**src/design/imu_fbd_pkg.sv**
```systemverilog
// Shared constants and types for the IMU frame block decoder.
package imu_fbd_pkg;

  localparam int unsigned IDX_W = 6;

  localparam logic [IDX_W-1:0] FIRST_SUM_END   = IDX_W'(10);
  localparam logic [IDX_W-1:0] ACCEL_TYPE_IDX  = IDX_W'(1);
  localparam logic [IDX_W-1:0] ACCEL_LO_IDX    = IDX_W'(2);
  localparam logic [IDX_W-1:0] ACCEL_HI_IDX    = IDX_W'(7);
  localparam logic [IDX_W-1:0] SECOND_LO_IDX   = IDX_W'(22);
  localparam logic [IDX_W-1:0] ANGLE_TYPE_IDX  = IDX_W'(23);
  localparam logic [IDX_W-1:0] ANGLE_LO_IDX    = IDX_W'(24);
  localparam logic [IDX_W-1:0] ANGLE_HI_IDX    = IDX_W'(29);
  localparam logic [IDX_W-1:0] SECOND_SUM_END  = IDX_W'(31);
  localparam logic [IDX_W-1:0] LAST_IDX        = IDX_W'(32);
  localparam logic [IDX_W-1:0] IDLE_IDX        = IDX_W'(33);

  localparam logic [7:0] HEADER_BYTE = 8'h55;
  localparam logic [7:0] ACCEL_TYPE  = 8'h51;
  localparam logic [7:0] ANGLE_TYPE  = 8'h53;

  // 360 degrees in angle units
  localparam logic signed [17:0] FULL_TURN = 18'sd65536;

  typedef struct packed {
    logic               accel_updated;
    logic               angle_updated;
    logic signed [15:0] accel_x;
    logic signed [15:0] accel_y;
    logic signed [15:0] accel_z;
    logic signed [15:0] roll_angle;
    logic signed [15:0] pitch_angle;
    logic        [16:0] yaw_angle;
  } res_t;

endpackage

```
**src/design/imu_fbd_if.sv**
```systemverilog
// Handshake channels for the byte input and the decoded result.
interface imu_fbd_in_if;
  logic       valid;
  logic       ready;
  logic [7:0] data_byte;
  logic       block_start;

  modport source (output valid, output data_byte, output block_start, input ready);
  modport sink   (input valid, input data_byte, input block_start, output ready);
endinterface

interface imu_fbd_out_if;
  logic               valid;
  logic               ready;
  logic               accel_updated;
  logic               angle_updated;
  logic signed [15:0] accel_x;
  logic signed [15:0] accel_y;
  logic signed [15:0] accel_z;
  logic signed [15:0] roll_angle;
  logic signed [15:0] pitch_angle;
  logic        [16:0] yaw_angle;

  modport source (output valid, output accel_updated, output angle_updated,
                  output accel_x, output accel_y, output accel_z,
                  output roll_angle, output pitch_angle, output yaw_angle,
                  input ready);
  modport sink   (input valid, input accel_updated, input angle_updated,
                  input accel_x, input accel_y, input accel_z,
                  input roll_angle, input pitch_angle, input yaw_angle,
                  output ready);
endinterface

```
**src/design/imu_fbd_in_stage.sv**
```systemverilog
// Input register stage: captures one byte request from the input channel.
module imu_fbd_in_stage (
  input  logic           clk,
  input  logic           rst,
  imu_fbd_in_if.sink     byte_in,
  input  logic           advance,
  output logic           stg_valid,
  output logic [7:0]     stg_byte,
  output logic           stg_start
);

  // accept whenever the stage is empty or drains this cycle
  assign byte_in.ready = !stg_valid || advance;

  always_ff @(posedge clk) begin
    if (rst) begin
      stg_valid <= 1'b0;
    end else if (byte_in.ready) begin
      stg_valid <= byte_in.valid;
    end
  end

  always_ff @(posedge clk) begin
    if (byte_in.valid && byte_in.ready) begin
      stg_byte  <= byte_in.data_byte;
      stg_start <= byte_in.block_start;
    end
  end

  assert property (@(posedge clk) disable iff (rst)
    (stg_valid && !advance) |=> stg_valid)
    else $error("in_stage: held byte dropped");

  assert property (@(posedge clk) disable iff (rst)
    (stg_valid && !advance) |=> ($stable(stg_byte) && $stable(stg_start)))
    else $error("in_stage: held byte overwritten");

  assert property (@(posedge clk) disable iff (rst)
    advance |-> stg_valid)
    else $error("in_stage: advance with empty stage");

endmodule

```
**src/design/imu_fbd_frame.sv**
```systemverilog
// Frame tracker: byte index, checksums, captures and held sensor values.
module imu_fbd_frame (
  input  logic                clk,
  input  logic                rst,
  input  logic                go,
  input  logic [7:0]          data_byte,
  input  logic                block_start,
  input  logic [15:0]         yaw_offset,
  output logic                produce,
  output imu_fbd_pkg::res_t   res_next
);

  logic [imu_fbd_pkg::IDX_W-1:0] byte_index, byte_index_next;
  logic [imu_fbd_pkg::IDX_W-1:0] idx;
  logic        header_ok, header_ok_next;
  logic [7:0]  first_sum, first_sum_next;
  logic [7:0]  second_sum, second_sum_next;
  logic [7:0]  first_type, first_type_next;
  logic [7:0]  second_type, second_type_next;
  logic [47:0] pend_accel, pend_accel_next;
  logic [47:0] pend_angle, pend_angle_next;
  logic [47:0] held_accel, held_accel_next;
  logic [31:0] held_roll_pitch, held_roll_pitch_next;
  logic [16:0] held_yaw, held_yaw_next;
  logic        acc_ok, ang_ok;
  logic [7:0]  second_sum_fin;
  logic signed [17:0] yaw_sum;
  logic signed [17:0] yaw_wrap;
  logic [2:0]  accel_slot, angle_slot;

  assign idx = block_start ? '0 : byte_index;
  assign accel_slot = 3'(idx - imu_fbd_pkg::ACCEL_LO_IDX);
  assign angle_slot = 3'(idx - imu_fbd_pkg::ANGLE_LO_IDX);

  // frame checks on the last byte
  assign second_sum_fin = second_sum - data_byte;
  assign acc_ok = header_ok && (first_sum == 8'd0) &&
                  (first_type == imu_fbd_pkg::ACCEL_TYPE);
  assign ang_ok = header_ok && (second_sum_fin == 8'd0) &&
                  (second_type == imu_fbd_pkg::ANGLE_TYPE);

  // yaw plus offset, wrapped once into 0..65536
  assign yaw_sum = 18'(signed'(pend_angle[47:32])) + signed'({2'b00, yaw_offset});
  always_comb begin
    if (yaw_sum > imu_fbd_pkg::FULL_TURN) begin
      yaw_wrap = yaw_sum - imu_fbd_pkg::FULL_TURN;
    end else if (yaw_sum < 18'sd0) begin
      yaw_wrap = yaw_sum + imu_fbd_pkg::FULL_TURN;
    end else begin
      yaw_wrap = yaw_sum;
    end
  end

  // next state per byte position
  always_comb begin
    header_ok_next       = header_ok;
    first_sum_next       = first_sum;
    second_sum_next      = second_sum;
    first_type_next      = first_type;
    second_type_next     = second_type;
    pend_accel_next      = pend_accel;
    pend_angle_next      = pend_angle;
    held_accel_next      = held_accel;
    held_roll_pitch_next = held_roll_pitch;
    held_yaw_next        = held_yaw;
    produce              = 1'b0;

    if (idx == '0) begin
      header_ok_next  = (data_byte == imu_fbd_pkg::HEADER_BYTE);
      first_sum_next  = data_byte;
      second_sum_next = 8'd0;
    end else if (idx < imu_fbd_pkg::FIRST_SUM_END) begin
      first_sum_next = first_sum + data_byte;
      if (idx == imu_fbd_pkg::ACCEL_TYPE_IDX) begin
        first_type_next = data_byte;
      end
      if (idx >= imu_fbd_pkg::ACCEL_LO_IDX && idx <= imu_fbd_pkg::ACCEL_HI_IDX) begin
        pend_accel_next[accel_slot*8 +: 8] = data_byte;
      end
    end else if (idx == imu_fbd_pkg::FIRST_SUM_END) begin
      first_sum_next = first_sum - data_byte;
    end else if (idx >= imu_fbd_pkg::SECOND_LO_IDX &&
                 idx <= imu_fbd_pkg::SECOND_SUM_END) begin
      second_sum_next = second_sum + data_byte;
      if (idx == imu_fbd_pkg::ANGLE_TYPE_IDX) begin
        second_type_next = data_byte;
      end
      if (idx >= imu_fbd_pkg::ANGLE_LO_IDX && idx <= imu_fbd_pkg::ANGLE_HI_IDX) begin
        pend_angle_next[angle_slot*8 +: 8] = data_byte;
      end
    end else if (idx == imu_fbd_pkg::LAST_IDX) begin
      second_sum_next = second_sum_fin;
      produce         = 1'b1;
      if (acc_ok) begin
        held_accel_next = pend_accel;
      end
      if (ang_ok) begin
        held_roll_pitch_next = pend_angle[31:0];
        held_yaw_next        = yaw_wrap[16:0];
      end
    end
  end

  assign byte_index_next = (idx < imu_fbd_pkg::IDLE_IDX) ?
                           idx + 1'b1 : imu_fbd_pkg::IDLE_IDX;

  // result fields as seen after this byte
  always_comb begin
    res_next.accel_updated = acc_ok;
    res_next.angle_updated = ang_ok;
    res_next.accel_x       = held_accel_next[15:0];
    res_next.accel_y       = held_accel_next[31:16];
    res_next.accel_z       = held_accel_next[47:32];
    res_next.roll_angle    = held_roll_pitch_next[15:0];
    res_next.pitch_angle   = held_roll_pitch_next[31:16];
    res_next.yaw_angle     = held_yaw_next;
  end

  always_ff @(posedge clk) begin
    if (rst) begin
      byte_index      <= '0;
      header_ok       <= 1'b0;
      first_sum       <= '0;
      second_sum      <= '0;
      first_type      <= '0;
      second_type     <= '0;
      pend_accel      <= '0;
      pend_angle      <= '0;
      held_accel      <= '0;
      held_roll_pitch <= '0;
      held_yaw        <= '0;
    end else if (go) begin
      byte_index      <= byte_index_next;
      header_ok       <= header_ok_next;
      first_sum       <= first_sum_next;
      second_sum      <= second_sum_next;
      first_type      <= first_type_next;
      second_type     <= second_type_next;
      pend_accel      <= pend_accel_next;
      pend_angle      <= pend_angle_next;
      held_accel      <= held_accel_next;
      held_roll_pitch <= held_roll_pitch_next;
      held_yaw        <= held_yaw_next;
    end
  end

  assert property (@(posedge clk) disable iff (rst)
    byte_index <= imu_fbd_pkg::IDLE_IDX)
    else $error("frame: byte index past idle");

  assert property (@(posedge clk) disable iff (rst)
    (go && produce) |=> (byte_index == imu_fbd_pkg::IDLE_IDX))
    else $error("frame: index not parked after last byte");

  assert property (@(posedge clk) disable iff (rst)
    held_yaw <= 17'd65536)
    else $error("frame: yaw out of range");

  assert property (@(posedge clk) disable iff (rst)
    !go |=> ($stable(held_accel) && $stable(held_yaw) && $stable(byte_index)))
    else $error("frame: state moved without a byte");

endmodule

```
**src/design/imu_frame_block_decoder_core.sv**
```systemverilog
// Top level: input stage, frame tracker, offset register and result register.
// Result path: the last byte of a block (block byte 32) passes the input register, then the result register.
// Throughput: one byte per cycle while no result is stalled; only byte 32 of a block yields a result request.
// While a result waits on a stalled receiver the tracker holds, one more byte waits in
// the input register, and then the input stalls.
// Synchronous active-high reset clears the index, sums, held values and offset to zero.
module imu_frame_block_decoder_core (
  input  logic           clk,
  input  logic           rst,
  imu_fbd_in_if.sink     byte_in,
  imu_fbd_out_if.source  result_out,
  input  logic           cfg_we,
  input  logic [15:0]    cfg_wdata
);

  logic               stg_valid;
  logic [7:0]         stg_byte;
  logic               stg_start;
  logic               out_free;
  logic               go;
  logic               produce;
  logic [15:0]        yaw_offset;
  logic               out_valid;
  imu_fbd_pkg::res_t  res_next;
  imu_fbd_pkg::res_t  res;

  assign out_free = !out_valid || result_out.ready;
  assign go       = stg_valid && out_free;

  imu_fbd_in_stage u_in_stage (
    .clk       (clk),
    .rst       (rst),
    .byte_in   (byte_in),
    .advance   (go),
    .stg_valid (stg_valid),
    .stg_byte  (stg_byte),
    .stg_start (stg_start)
  );

  imu_fbd_frame u_frame (
    .clk         (clk),
    .rst         (rst),
    .go          (go),
    .data_byte   (stg_byte),
    .block_start (stg_start),
    .yaw_offset  (yaw_offset),
    .produce     (produce),
    .res_next    (res_next)
  );

  // yaw offset register
  always_ff @(posedge clk) begin
    if (rst) begin
      yaw_offset <= '0;
    end else if (cfg_we) begin
      yaw_offset <= cfg_wdata;
    end
  end

  // result register
  always_ff @(posedge clk) begin
    if (rst) begin
      out_valid <= 1'b0;
    end else if (go && produce) begin
      out_valid <= 1'b1;
    end else if (result_out.ready) begin
      out_valid <= 1'b0;
    end
  end

  always_ff @(posedge clk) begin
    if (go && produce) begin
      res <= res_next;
    end
  end

  assign result_out.valid         = out_valid;
  assign result_out.accel_updated = res.accel_updated;
  assign result_out.angle_updated = res.angle_updated;
  assign result_out.accel_x       = res.accel_x;
  assign result_out.accel_y       = res.accel_y;
  assign result_out.accel_z       = res.accel_z;
  assign result_out.roll_angle    = res.roll_angle;
  assign result_out.pitch_angle   = res.pitch_angle;
  assign result_out.yaw_angle     = res.yaw_angle;

  assert property (@(posedge clk) disable iff (rst)
    !(go && produce && out_valid && !result_out.ready))
    else $error("core: result overwrote a waiting request");

  assert property (@(posedge clk) disable iff (rst)
    (go && produce) |=> out_valid)
    else $error("core: result lost");

  assert property (@(posedge clk) disable iff (rst)
    (out_valid && !result_out.ready) |-> !go)
    else $error("core: byte processed while result blocked");

endmodule

```
**src/flat_wrapper.sv**
```systemverilog
// flat-port wrapper written by rule: the top's interface ports become plain ports
module imu_frame_block_decoder_core_flat 
  (clk, rst, cfg_we, cfg_wdata, byte_in_valid, byte_in_data_byte, byte_in_block_start, byte_in_ready, result_out_valid, result_out_accel_updated, result_out_angle_updated, result_out_accel_x, result_out_accel_y, result_out_accel_z, result_out_roll_angle, result_out_pitch_angle, result_out_yaw_angle, result_out_ready);
  imu_fbd_in_if byte_in_i ();
  imu_fbd_out_if result_out_i ();
  input  logic clk;
  input  logic rst;
  input  logic cfg_we;
  input  logic [15:0] cfg_wdata;
  input wire logic [$bits(byte_in_i.valid)-1:0] byte_in_valid;
  input wire logic [$bits(byte_in_i.data_byte)-1:0] byte_in_data_byte;
  input wire logic [$bits(byte_in_i.block_start)-1:0] byte_in_block_start;
  output wire logic [$bits(byte_in_i.ready)-1:0] byte_in_ready;
  output wire logic [$bits(result_out_i.valid)-1:0] result_out_valid;
  output wire logic [$bits(result_out_i.accel_updated)-1:0] result_out_accel_updated;
  output wire logic [$bits(result_out_i.angle_updated)-1:0] result_out_angle_updated;
  output wire logic [$bits(result_out_i.accel_x)-1:0] result_out_accel_x;
  output wire logic [$bits(result_out_i.accel_y)-1:0] result_out_accel_y;
  output wire logic [$bits(result_out_i.accel_z)-1:0] result_out_accel_z;
  output wire logic [$bits(result_out_i.roll_angle)-1:0] result_out_roll_angle;
  output wire logic [$bits(result_out_i.pitch_angle)-1:0] result_out_pitch_angle;
  output wire logic [$bits(result_out_i.yaw_angle)-1:0] result_out_yaw_angle;
  input wire logic [$bits(result_out_i.ready)-1:0] result_out_ready;
  assign byte_in_i.valid = byte_in_valid;
  assign byte_in_i.data_byte = byte_in_data_byte;
  assign byte_in_i.block_start = byte_in_block_start;
  assign byte_in_ready = byte_in_i.ready;
  assign result_out_valid = result_out_i.valid;
  assign result_out_accel_updated = result_out_i.accel_updated;
  assign result_out_angle_updated = result_out_i.angle_updated;
  assign result_out_accel_x = result_out_i.accel_x;
  assign result_out_accel_y = result_out_i.accel_y;
  assign result_out_accel_z = result_out_i.accel_z;
  assign result_out_roll_angle = result_out_i.roll_angle;
  assign result_out_pitch_angle = result_out_i.pitch_angle;
  assign result_out_yaw_angle = result_out_i.yaw_angle;
  assign result_out_i.ready = result_out_ready;
  imu_frame_block_decoder_core u_core (.clk(clk), .rst(rst), .byte_in(byte_in_i), .result_out(result_out_i), .cfg_we(cfg_we), .cfg_wdata(cfg_wdata));
endmodule
```
**config.mk**
```make
export PLATFORM = sky130hd
export DESIGN_NAME = imu_frame_block_decoder_core_flat
export DESIGN_NICKNAME = d
export VERILOG_FILES = /design/src/design/imu_fbd_pkg.sv /design/src/design/imu_fbd_if.sv /design/src/design/imu_fbd_in_stage.sv /design/src/design/imu_fbd_frame.sv /design/src/design/imu_frame_block_decoder_core.sv /design/src/flat_wrapper.sv
export SDC_FILE = /design/constraint.sdc
export NUM_CORES = 1
export LEC_CHECK = 0
export BUFFER_PORTS_ARGS = -buffer_cell sky130_fd_sc_hd__buf_4
export CAP_MARGIN = 10
export CORE_MARGIN = 10
export CORE_UTILIZATION = 34
export DETAILED_ROUTE_END_ITERATION = 12
export HOLD_SLACK_MARGIN = 0.05
export PLACE_DENSITY = 0.59
export SETUP_SLACK_MARGIN = 0.3
export SLEW_MARGIN = 20
export SYNTH_ARGS = -nofsm -noshare
export SYNTH_HDL_FRONTEND = slang
export SYNTH_SLANG_ARGS = --single-unit
```
**constraint.sdc**
```tcl
create_clock -name clk -period 10.2 [get_ports clk]
set_clock_uncertainty 0.15 [all_clocks]
set_input_delay 3.06 -clock clk [delete_from_list [all_inputs] [get_ports clk]]
set_output_delay 3.06 -clock clk [all_outputs]
set_load 0.05 [all_outputs]
```
### After elaboration in Yosys (flattened, before gate mapping)

Index checks and enable logic that the tools add are counted.

* flip-flop bits (word level): 358
* bits in latches: 0
* memory bits (writable): 0
* bits in read-only memories: 0
* input bits: 30
* output and inout port bits: 101
* logic and storage cells: 128
* memories: 0

* $add $sub $neg: 12
* $mul: 0
* divide/modulo/power cells: 0
* order comparisons: 10
* eq/ne operators: 9
* shift operators: 4
* mux-type cells: 39
* bitwise logic cells: 3
* reduce and logical (&&, ||, !) cells: 27

Operator list (number)
* $mux W48: 6
* $mux W32: 6
* $mux W17: 8
* $bwmux W48: 2
* $shift A8 B34 Y48 const A: 2
* $shiftx A8 B34 Y48: 2
* $neg A6 Y34: 2
* $mux W8: 8
* $eq A8 B7 Y1 const B: 3
* $add A16 B17 Y18: 1
* $gt A18 B18 Y1 const B: 1
* $lt A18 B1 Y1 const B: 1
* $add A17 B17 Y17 const B: 1
* $sub A17 B17 Y17 const B: 1
* $add A8 B8 Y8: 2
* $logic_not A8 Y1: 2
* $sub A8 B8 Y8: 2
* $ge A6 B5 Y1 const B: 2
* $le A6 B5 Y1 const B: 2
* $mux W6: 2
* $reduce_and A4 Y1: 3
* $reduce_and A6 Y1: 2
* $logic_and A1 B1 Y1: 10
* $mux W1: 7
* other kinds (19): 26

### Longest topological paths before layout

Gate-level depths: netlist of the first run.

* depth after elaboration: 10
* gate-level depth with buffers: 15
* depth with buffers taken out: 14

### Cells and area by module

A second synthesis of the first run with hierarchy kept.

* cells, all modules: 1614
* area, all modules: 15962.8 µm²

By module, submodules not included
* imu_fbd_frame: times used 1, cells each 1443, area an instance 12035.3 µm², sequential area each 4644.5 µm²
* imu_frame_block_decoder_core: times used 1, cells each 157, area an instance 3602.2 µm², sequential area each 3313.2 µm²
* imu_fbd_in_stage: times used 1, cells each 14, area an instance 325.3 µm², sequential area each 290.3 µm²

### Worst setup path before layout of the first run

OpenSTA, ideal clock, no wires.

* path type: input-to-output
* start: in result_out_ready
* end: out byte_in_ready
* arrival: 3.543 ns
* data required time: 6.990 ns
* slack: 3.447 ns
* stages: 1
* buffers on the path: 0
* cells stage by stage: nand3b_1

* cells in the longest elaborated chain, start to end: 3

Ends and longest elaborated chain
* start: declaration: line flat_wrapper.sv:23 `input wire logic [$bits(result_out_i.ready)-1:0] result_out_ready;`
* $logic_or A1 B1 Y1: line imu_frame_block_decoder_core.sv:27 `assign out_free = !out_valid || result_out.ready;`
* $logic_and A1 B1 Y1: line imu_frame_block_decoder_core.sv:28 `assign go = stg_valid && out_free;`
* $logic_or A1 B1 Y1: line imu_fbd_in_stage.sv:13 `assign byte_in.ready = !stg_valid || advance;`
* end: declaration: line flat_wrapper.sv:13 `output wire logic [$bits(byte_in_i.ready)-1:0] byte_in_ready;`

No other way between the ends.

### Worst setup path after layout of the first run

Ends and elaborated chain as after synthesis.

==> results.md, run 1 <==
- The number of hold violations in the final report is 0.
- The prevailing post-synth register cell is sky130_fd_sc_hd__dfxtp_1.
- The final critical delay including setup and external delays is 6.80 ns.
- For this block, the routed nets add up to 41100 um of wire.
- The CTS tree is built.
- The floorplan step set the die width to 236 um.
- The proportion of layout cells with a drive suffix above 1 is 0.177.
- The total grt overflow is 0.
- The repair_antennas step left the layout with diodes totalling 0.
- For this run, the register share of the synthesized area comes to 0.522.
- Walking the worst path, the cells encountered are buf_4 > nand3b_1 > buf_4.
- The average instance area after synthesis is 9.71 um2.
- In the global route stage, overall resource usage came out at 0.142.
- The tree is rooted in a sky130_fd_sc_hd__clkbuf_16.
- Relative to the synthesized area, the layout overhead comes to 18.0%.
- The worst vdd rail ir drop is 0.000104 V.
- The initial antenna violation count is 0.
- The detailed router's first-iteration violation count is 766.
- The kind of end point of the critical path is a primary output.
- The count of input and output buffers is 130.
- The insertion delay to the later sink of the worst-skew pair is 0.53 ns.
- The via total after detailed routing is 11800.
- The die boundary height is 236 um.
- The maximum fanout along the worst path is 3.
- The largest stage delay on the critical path is 0.22 ns.
- The sum of net half-perimeters after detailed placement is 27600 um.
- At the end of routability-driven placement, the weighted congestion stood at 0.857.
- The length of the first detailed-routing pass in iterations is 5.
- The first-pass GRT wire length is 65200 um.
- Gates resized during post-CTS repair numbered 0.
- The worst setup path is launched from an input pin.
- The post-layout net count is 1811.
- The number of hold buffers added after CTS was 0.
- The flow ran to the end, and the final reports show no timing, DRC or antenna violations.
- After detailed routing, the number of vias per cell comes to 5.02.
- The total setup violations reported at the end of the flow is 0.
- Counting along the longest clock path gives a buffer depth of 3.
- The I/O pin total is 131.
- The slowest cell on the critical path is sky130_fd_sc_hd__buf_4.
- The number of routed nets with antenna violations is 0.
- The final critical-path share of the clock period is 0.667.
- The count of final max-slew check failures is 0.
- At the pin with the least slew margin, the transition time is 1.03 ns.
- Power spread over the standard cell area amounts to 171 nW/um2.
- The number of enable flip-flop cells after synthesis is 108.
- The flip-flop and latch count after synthesis is 358.
- Counting flops with an async set or reset pin after synthesis yields a share of 0.
- The deepest level of the CTS H-tree is 2.
- Counting stages on the worst path, the most repeated cell is sky130_fd_sc_hd__buf_4.
- The cell count after synthesis came out at 1629.
- The number of sinks on the clock net is 358.
- The leakage power of the design is 0.00707 uW.
- Row generation in the floorplan step produced 78 rows.
- The final instance area is 18600 um2.
- The largest net degree at the start of global routing is 103.
- The tightest min-delay check is of the reg2reg type.
- The Yosys step of the flow raised 0 warnings.
- Setup repair after global routing left no endpoint under its margin.
- The number of buffers inserted by post-CTS setup repair is 0.
- In this run the cell area measured after placement is 17300 um2.
- The number of global-route vias before repair was 11500.
- The type of the setup path with the least slack is in2out.
- Data on the critical path is required at its endpoint by 6.99 ns.
- Counting every net in the synthesized netlist gives 1715.
- At the worst endpoint, the arrival time is 3.59 ns.
- The post-detailed-route DRC marker count is 0.
- The initial core utilization is 0.346.
- Across the run, the number of max-cap violations was 0.
- After detailed routing, the average wire length per cell comes to 17.5 um.
- The highest clock frequency the design can meet is 147 MHz.
- The core outline area is 45700 um2.
- The worst pin sits at a relative slew slack of 0.314.
- Along the worst hold path, the cell count comes to 2.
- In this run, CTS created clock tree buffers numbering 38.
- The worst reg2reg path depth is 11.
- The total standard cell area after synthesis is 15800 um2.
- The post-route setup TNS is 0 ns.
- The clock slew seen by the registers of the worst setup and hold paths is 0.06 ns.
- The synthesized netlist contains 71 unique library cells.
- The full die area is 55500 um2.
## cell families (layout without fill, tap and decap cells)
group	after synthesis	count (layout)	synth area share
AOI/OAI and AO/OA	218	218	0.0847
buffers and inverters	126	250	0.0322
adders and majority gates	56	56	0.0462
and+or+nand+nor	687	687	0.191
xor gates and xnor gates	34	34	0.0188
DFF	358	358	0.522
muxes	150	150	0.105
## final timing paths
| check | startpoint | to | slack, ns |
|---|---|---|---|
| min reg2reg | u_core.u_frame.pend_angle[14] | u_core.u_frame.pend_angle[14] | 0.30 |
| max | result_out_ready | byte_in_ready | 3.40 |
| max reg2reg | u_core.u_in_stage.stg_byte[5] | u_core.u_frame.held_yaw[0] | 5.46 |
| min | u_core.u_frame.pend_angle[14] | u_core.u_frame.pend_angle[14] | 0.30 |
## power breakdown
part | switching (uW) | internal, uW | total [uW] | leakage, uW
combinational | 149 | 89.0 | 238 | 0.00343
clock | 553 | 881 | 1430 | 0.000636
sequential | 18.0 | 1500 | 1510 | 0.00300
## cell type report
type | instances | area [um2]
fill | 4421 | 27000
tap | 600 | 751
clock inverter | 17 | 233
multi-input combinational | 1145 | 7100
clock buffer | 51 | 1060
timing repair buffer | 147 | 1130
sequential | 358 | 8250
inverter | 35 | 134
## flip-flops by register name (all words and copies together) (netlist names), 17 cells and up
signal                          cells
u_core.u_frame.held_accel          48
u_core.u_frame.pend_accel          48
u_core.u_frame.pend_angle          48
u_core.u_frame.held_roll_pitch     32
u_core.result_out.yaw_angle        17
u_core.u_frame.held_yaw            17
## cells in the final DEF (no fill, tap or decap), drive strengths merged, types with 3 or more instances in the layout
master  netlist  routed
or3          11      11
a311oi        5       5
bufinv        0       6
edfxtp      108     108
o211ai        5       5
o21bai        7       7
nand2b        8       8
nor4         13      13
o21a          3       3
nand4        13      13
o21ai        29      29
nand3b        3       3
mux2i        61      61
nor2b         4       4
xor2          4       4
inv          34      35
xnor2        30      30
a22oi         6       6
nor4b         4       4
nand2       121     121
a211oi       10      10
nand3        20      20
a31oi         5       5
clkinv        1      11
buf          13     147
nor2        370     370
dfxtp       250     250
and2          5       5
o31ai         3       3
a21oi       119     119
a21o          5       5
fa            4       4
a41oi         3       3
a21boi        3       3
clkbuf       78      51
ha           52      52
nor3        101     101
mux2         89      89
## through the flow
step	power, uW	utilization	hold WS (ns)	std cells	setup WS, ns
2_1_floorplan	1710	-	0.278	1629	3.45
3_3_place_gp	1770	0.379	0.289	2284	3.42
3_5_place_dp	1780	0.380	0.298	2285	3.40
4_1_cts	3220	0.408	0.306	2353	3.39
5_1_grt	3310	0.408	0.326	2353	3.37
6_report	3190	0.408	0.302	2353	3.40
## metal layers
layer / track usage / share of wire
met1: 0.188 / 0.46
met2: 0.233 / 0.47
met3: 0.0245 / 0.053
met4: 0.0393 / 0.022
met5: 0 / 0
## synthesized netlist by cell type (all sizes together), types with 5 or more instances
cell    number  area share
nor3       101       0.032
a22oi        6      0.0028
clkbuf      78       0.019
o211ai       5      0.0024
buf         13      0.0054
nor4        13      0.0084
xnor2       30       0.017
a21o         5      0.0024
o21ai       29      0.0094
o21bai       7      0.0033
inv         34      0.0081
nand2b       8      0.0032
and2         5      0.0020
a211oi      10      0.0055
dfxtp      250        0.32
mux2        89       0.066
a31oi        5      0.0020
mux2i       61       0.039
a21oi      119       0.038
a311oi       5      0.0028
or3         11      0.0044
nor2       370       0.088
edfxtp     108        0.21
ha          52       0.041
nand3       20      0.0063
nand4       13      0.0051
nand2      121       0.029
## worst max-delay path, delay by kind of cell
kind	cells	cell delay, ns
buf+inv	2	0.34
simple gates	1	0.19
Note: power is estimated with default switching activity, not from simulation.
==> run 2, diff against run 1 <==
--- a/config.mk
+++ b/config.mk
@@ -11,7 +11,7 @@
 export CORE_UTILIZATION = 34
 export DETAILED_ROUTE_END_ITERATION = 12
 export HOLD_SLACK_MARGIN = 0.05
-export PLACE_DENSITY = 0.59
+export PLACE_DENSITY = 0.61
 export SETUP_SLACK_MARGIN = 0.3
 export SLEW_MARGIN = 20
 export SYNTH_ARGS = -nofsm -noshare
==> constraint.sdc (replaced) <==
create_clock -name clk -period 5.9 [get_ports clk]
set_clock_uncertainty 0.15 [all_clocks]
set_input_delay 1.77 -clock clk [delete_from_list [all_inputs] [get_ports clk]]
set_output_delay 1.77 -clock clk [all_outputs]
set_load 0.05 [all_outputs]
==> run 2 against run 1 <==
Final cell count up 0.17%. First-iteration DRC count up 7.7%. Clock power up 64%. Global-route usage down 0.11 points. Register-to-register slack worse by 3.8 ns. Critical path depth up 6. Die area unchanged.
==> results.md, run 2 (synthesis gave the netlist of run 1 again) <==
- The flow ran to the end, and the final reports show no timing, DRC or antenna violations.
- The number of max-cap violations is 0.
- The number of buffers inserted by post-CTS setup repair is 0.
- The first-pass GRT wire length is 64700 um.
- The maximum fanout along the worst path is 38.
- Dividing total power by cell area gives a power density of 289 nW/um2.
- The share of power burned in the clock network is 0.436.
- The antenna diode count is 0.
- Hold repair after CTS inserted 0 buffers.
- The switching fraction of total power is 0.235.
- The number of global-route vias before repair is 11400.
- For this configuration, the core starts out at a cell density of 0.346.
- The slowest stage of the critical path is the sky130_fd_sc_hd__nor3_1 cell.
- After clock tree synthesis, the repair step resized 0 gates.
- In this run the remaining antenna-violating nets after routing total 0.
- After clock tree synthesis, the clock-pin slew on the worst setup and hold paths is 0.06 ns.
- The net switching power figure is 1260 uW.
- The initial antenna violation count was 0.
- The cell repeated most along the worst path is sky130_fd_sc_hd__nor3_1.
- The via total after detailed routing is 11800.
- For the worst setup path, the data arrival time is 4.49 ns.
- TritonCTS built the clock tree.
- Counting the fill cells in the layout gives 4517.
- The buffer depth of the longest clock path is 3.
- In this run the static leakage power is 0.00706 uW.
- The insertion delay to the later sink of the worst-skew pair is 0.54 ns.
- The die extent in x is 236 um.
- The transition time of the tightest slew-check pin is 0.988 ns.
- The portion of total power attributed to sequential cells is 0.488.
- The critical path startpoint category is a flop.
- The die covers 55500 um2.
- The class of the tightest hold or removal check is reg2reg.
- STA classifies the critical path endpoint as a flop.
- The beginning of the critical path is u_core.u_in_stage.stg_start.
- Setup repair after global routing left no endpoint under its margin.
- The critical path goes through nand2b_1 > ha_1 > o21ai_1 > nor3_1 > o2111ai_4 > buf_12 > mux2_2 > nor2_1 > nor3_1.
- The highest clock frequency the design can meet is 235 MHz.
- The number of sinks on the clock net is 358.
- The average routed wire per standard cell is 17.2 um.
- For this run, the total global-route usage over all layers was measured as 0.141.
- The detailed router's first-iteration violation count is 825.
- The portion of total power attributed to combinational logic is 0.076.
- In this run the count of I/O pins placed on the die edge is 131.
- In the layout the commonest cells are sky130_fd_sc_hd__nor2_1, sky130_fd_sc_hd__dfxtp_1, sky130_fd_sc_hd__buf_4.
- The H-tree was split into 2 levels.
- Across the VDD grid, the largest voltage drop is 0.000168 V.
- The share of the core filled with cells is 0.407.
- The relative max-transition margin is 0.339.
- The final critical delay including setup and external delays is 4.26 ns.
- At the end of routability-driven placement, the weighted congestion stood at 0.881.
- The number of hold violations in the final report came to 0.
- The length of the first detailed-routing pass in iterations is 5.
- The final critical-path share of the clock period is 0.722.
- The worst hold path begins at u_core.u_frame.pend_angle[12].
- The count of final max-slew check failures is 0.
- Of the cells placed in the final design, the portion with a size suffix greater than 1 is 0.179.
- The layout overhead on the synthesized area is 17.7%.
- The required time reported for the critical path endpoint is 6.13 ns.
- After global routing the overflow that remains totals 0.
- Port buffering added 130 buffers.
- The launch instance of the worst register-to-register path is u_core.u_in_stage.stg_start.
- The critical path is of the reg2reg type.
- The multi-input gate area in the final layout is 7100 um2.
- The largest registers in the layout are u_core.u_frame.held_accel (48), u_core.u_frame.pend_accel (48), u_core.u_frame.pend_angle (48).
- The sum of routed wire length over all layers is 40600 um.
- The post-detailed-route DRC marker count is 0.
- The largest stage delay on the critical path is 0.80 ns.
- After floorplanning, the core was divided into 78 placement rows.
- Detailed placement ended at an HPWL of 27800 um.
- The worst hold slack after final layout is 0.303 ns.
- The sequential cell area is 8250 um2.
- The total CTS buffers is 38.
- Cell internal power was estimated by the tool at 4110 uW.
- The largest net degree at the start of global routing is 110.
- From bottom edge to top edge, the die measures 236 um.
- After the last flow step, the layout net total stands at 1814.
- The post-route setup TNS is 0 ns.
- The total setup violations reported at the end of the flow is 0.
- The via count normalized by instance count is 5.00.
- The tree is rooted in a sky130_fd_sc_hd__clkbuf_16.
- The core region is 45700 um2.
- The leading cell type in the layout, fill and taps excluded is sky130_fd_sc_hd__nor2_1.
-- run 2: final timing paths --
kind	depth (start not counted)	to	slack [ns]
worst max-delay path	9	u_core.u_frame.held_roll_pitch[17]	1.64
worst min-delay path	2	u_core.u_frame.pend_angle[12]	0.30
worst min register to register	2	u_core.u_frame.pend_angle[12]	0.30
worst max register to register	9	u_core.u_frame.held_roll_pitch[17]	1.64
-- run 2: through the flow --
stage / cells / power [uW] / instance area [um2] / setup slack, ns
6_report: 2357 / 5370 / 18600 / 1.64
4_1_cts: 2357 / 5430 / 18600 / 1.69
3_5_place_dp: 2288 / 3080 / 17400 / 1.29
5_1_grt: 2357 / 5570 / 18600 / 1.43
2_1_floorplan: 1629 / 2950 / 15800 / 0.449
3_3_place_gp: 2288 / 3070 / 17400 / 1.40
-- run 2: power groups by stage --
stage          Combinational [uW]  Clock, uW  Sequential, uW
2_1_floorplan                 288          0            2660
3_3_place_gp                  399          0            2670
3_5_place_dp                  408          0            2670
4_1_cts                       411       2400            2620
5_1_grt                       456       2490            2630
6_report                      411       2340            2620
-- run 2: critical path: cells and delay by family (launching register included) --
family | cells | cell delay [ns]
AO/OA/AOI/OAI | 2 | 0.81
adder cells (fa/ha/maj) | 1 | 0.31
buffers and inverters | 1 | 0.39
flip-flops | 1 | 0.56
multiplexers | 1 | 0.34
AND/OR/NAND/NOR | 4 | 1.50
-- run 2: metal layers --
layer / up-vias / GRT usage / share of wire
met1: 5614 / 0.187 / 0.47
met2: 260 / 0.234 / 0.47
met5: - / 0 / 0
li1: 5865 / - / -
met3: 55 / 0.0198 / 0.042
met4: 0 / 0.0407 / 0.021
-- run 2: layout make-up --
cell class | count | area share
Clock buffer | 53 | 0.0580
Sequential cell | 358 | 0.443
Tap cell | 600 | 0.0403
Clock inverter | 16 | 0.00719
Timing Repair Buffer | 150 | 0.0627
Inverter | 35 | 0.00719
Multi-Input combinational cell | 1145 | 0.381
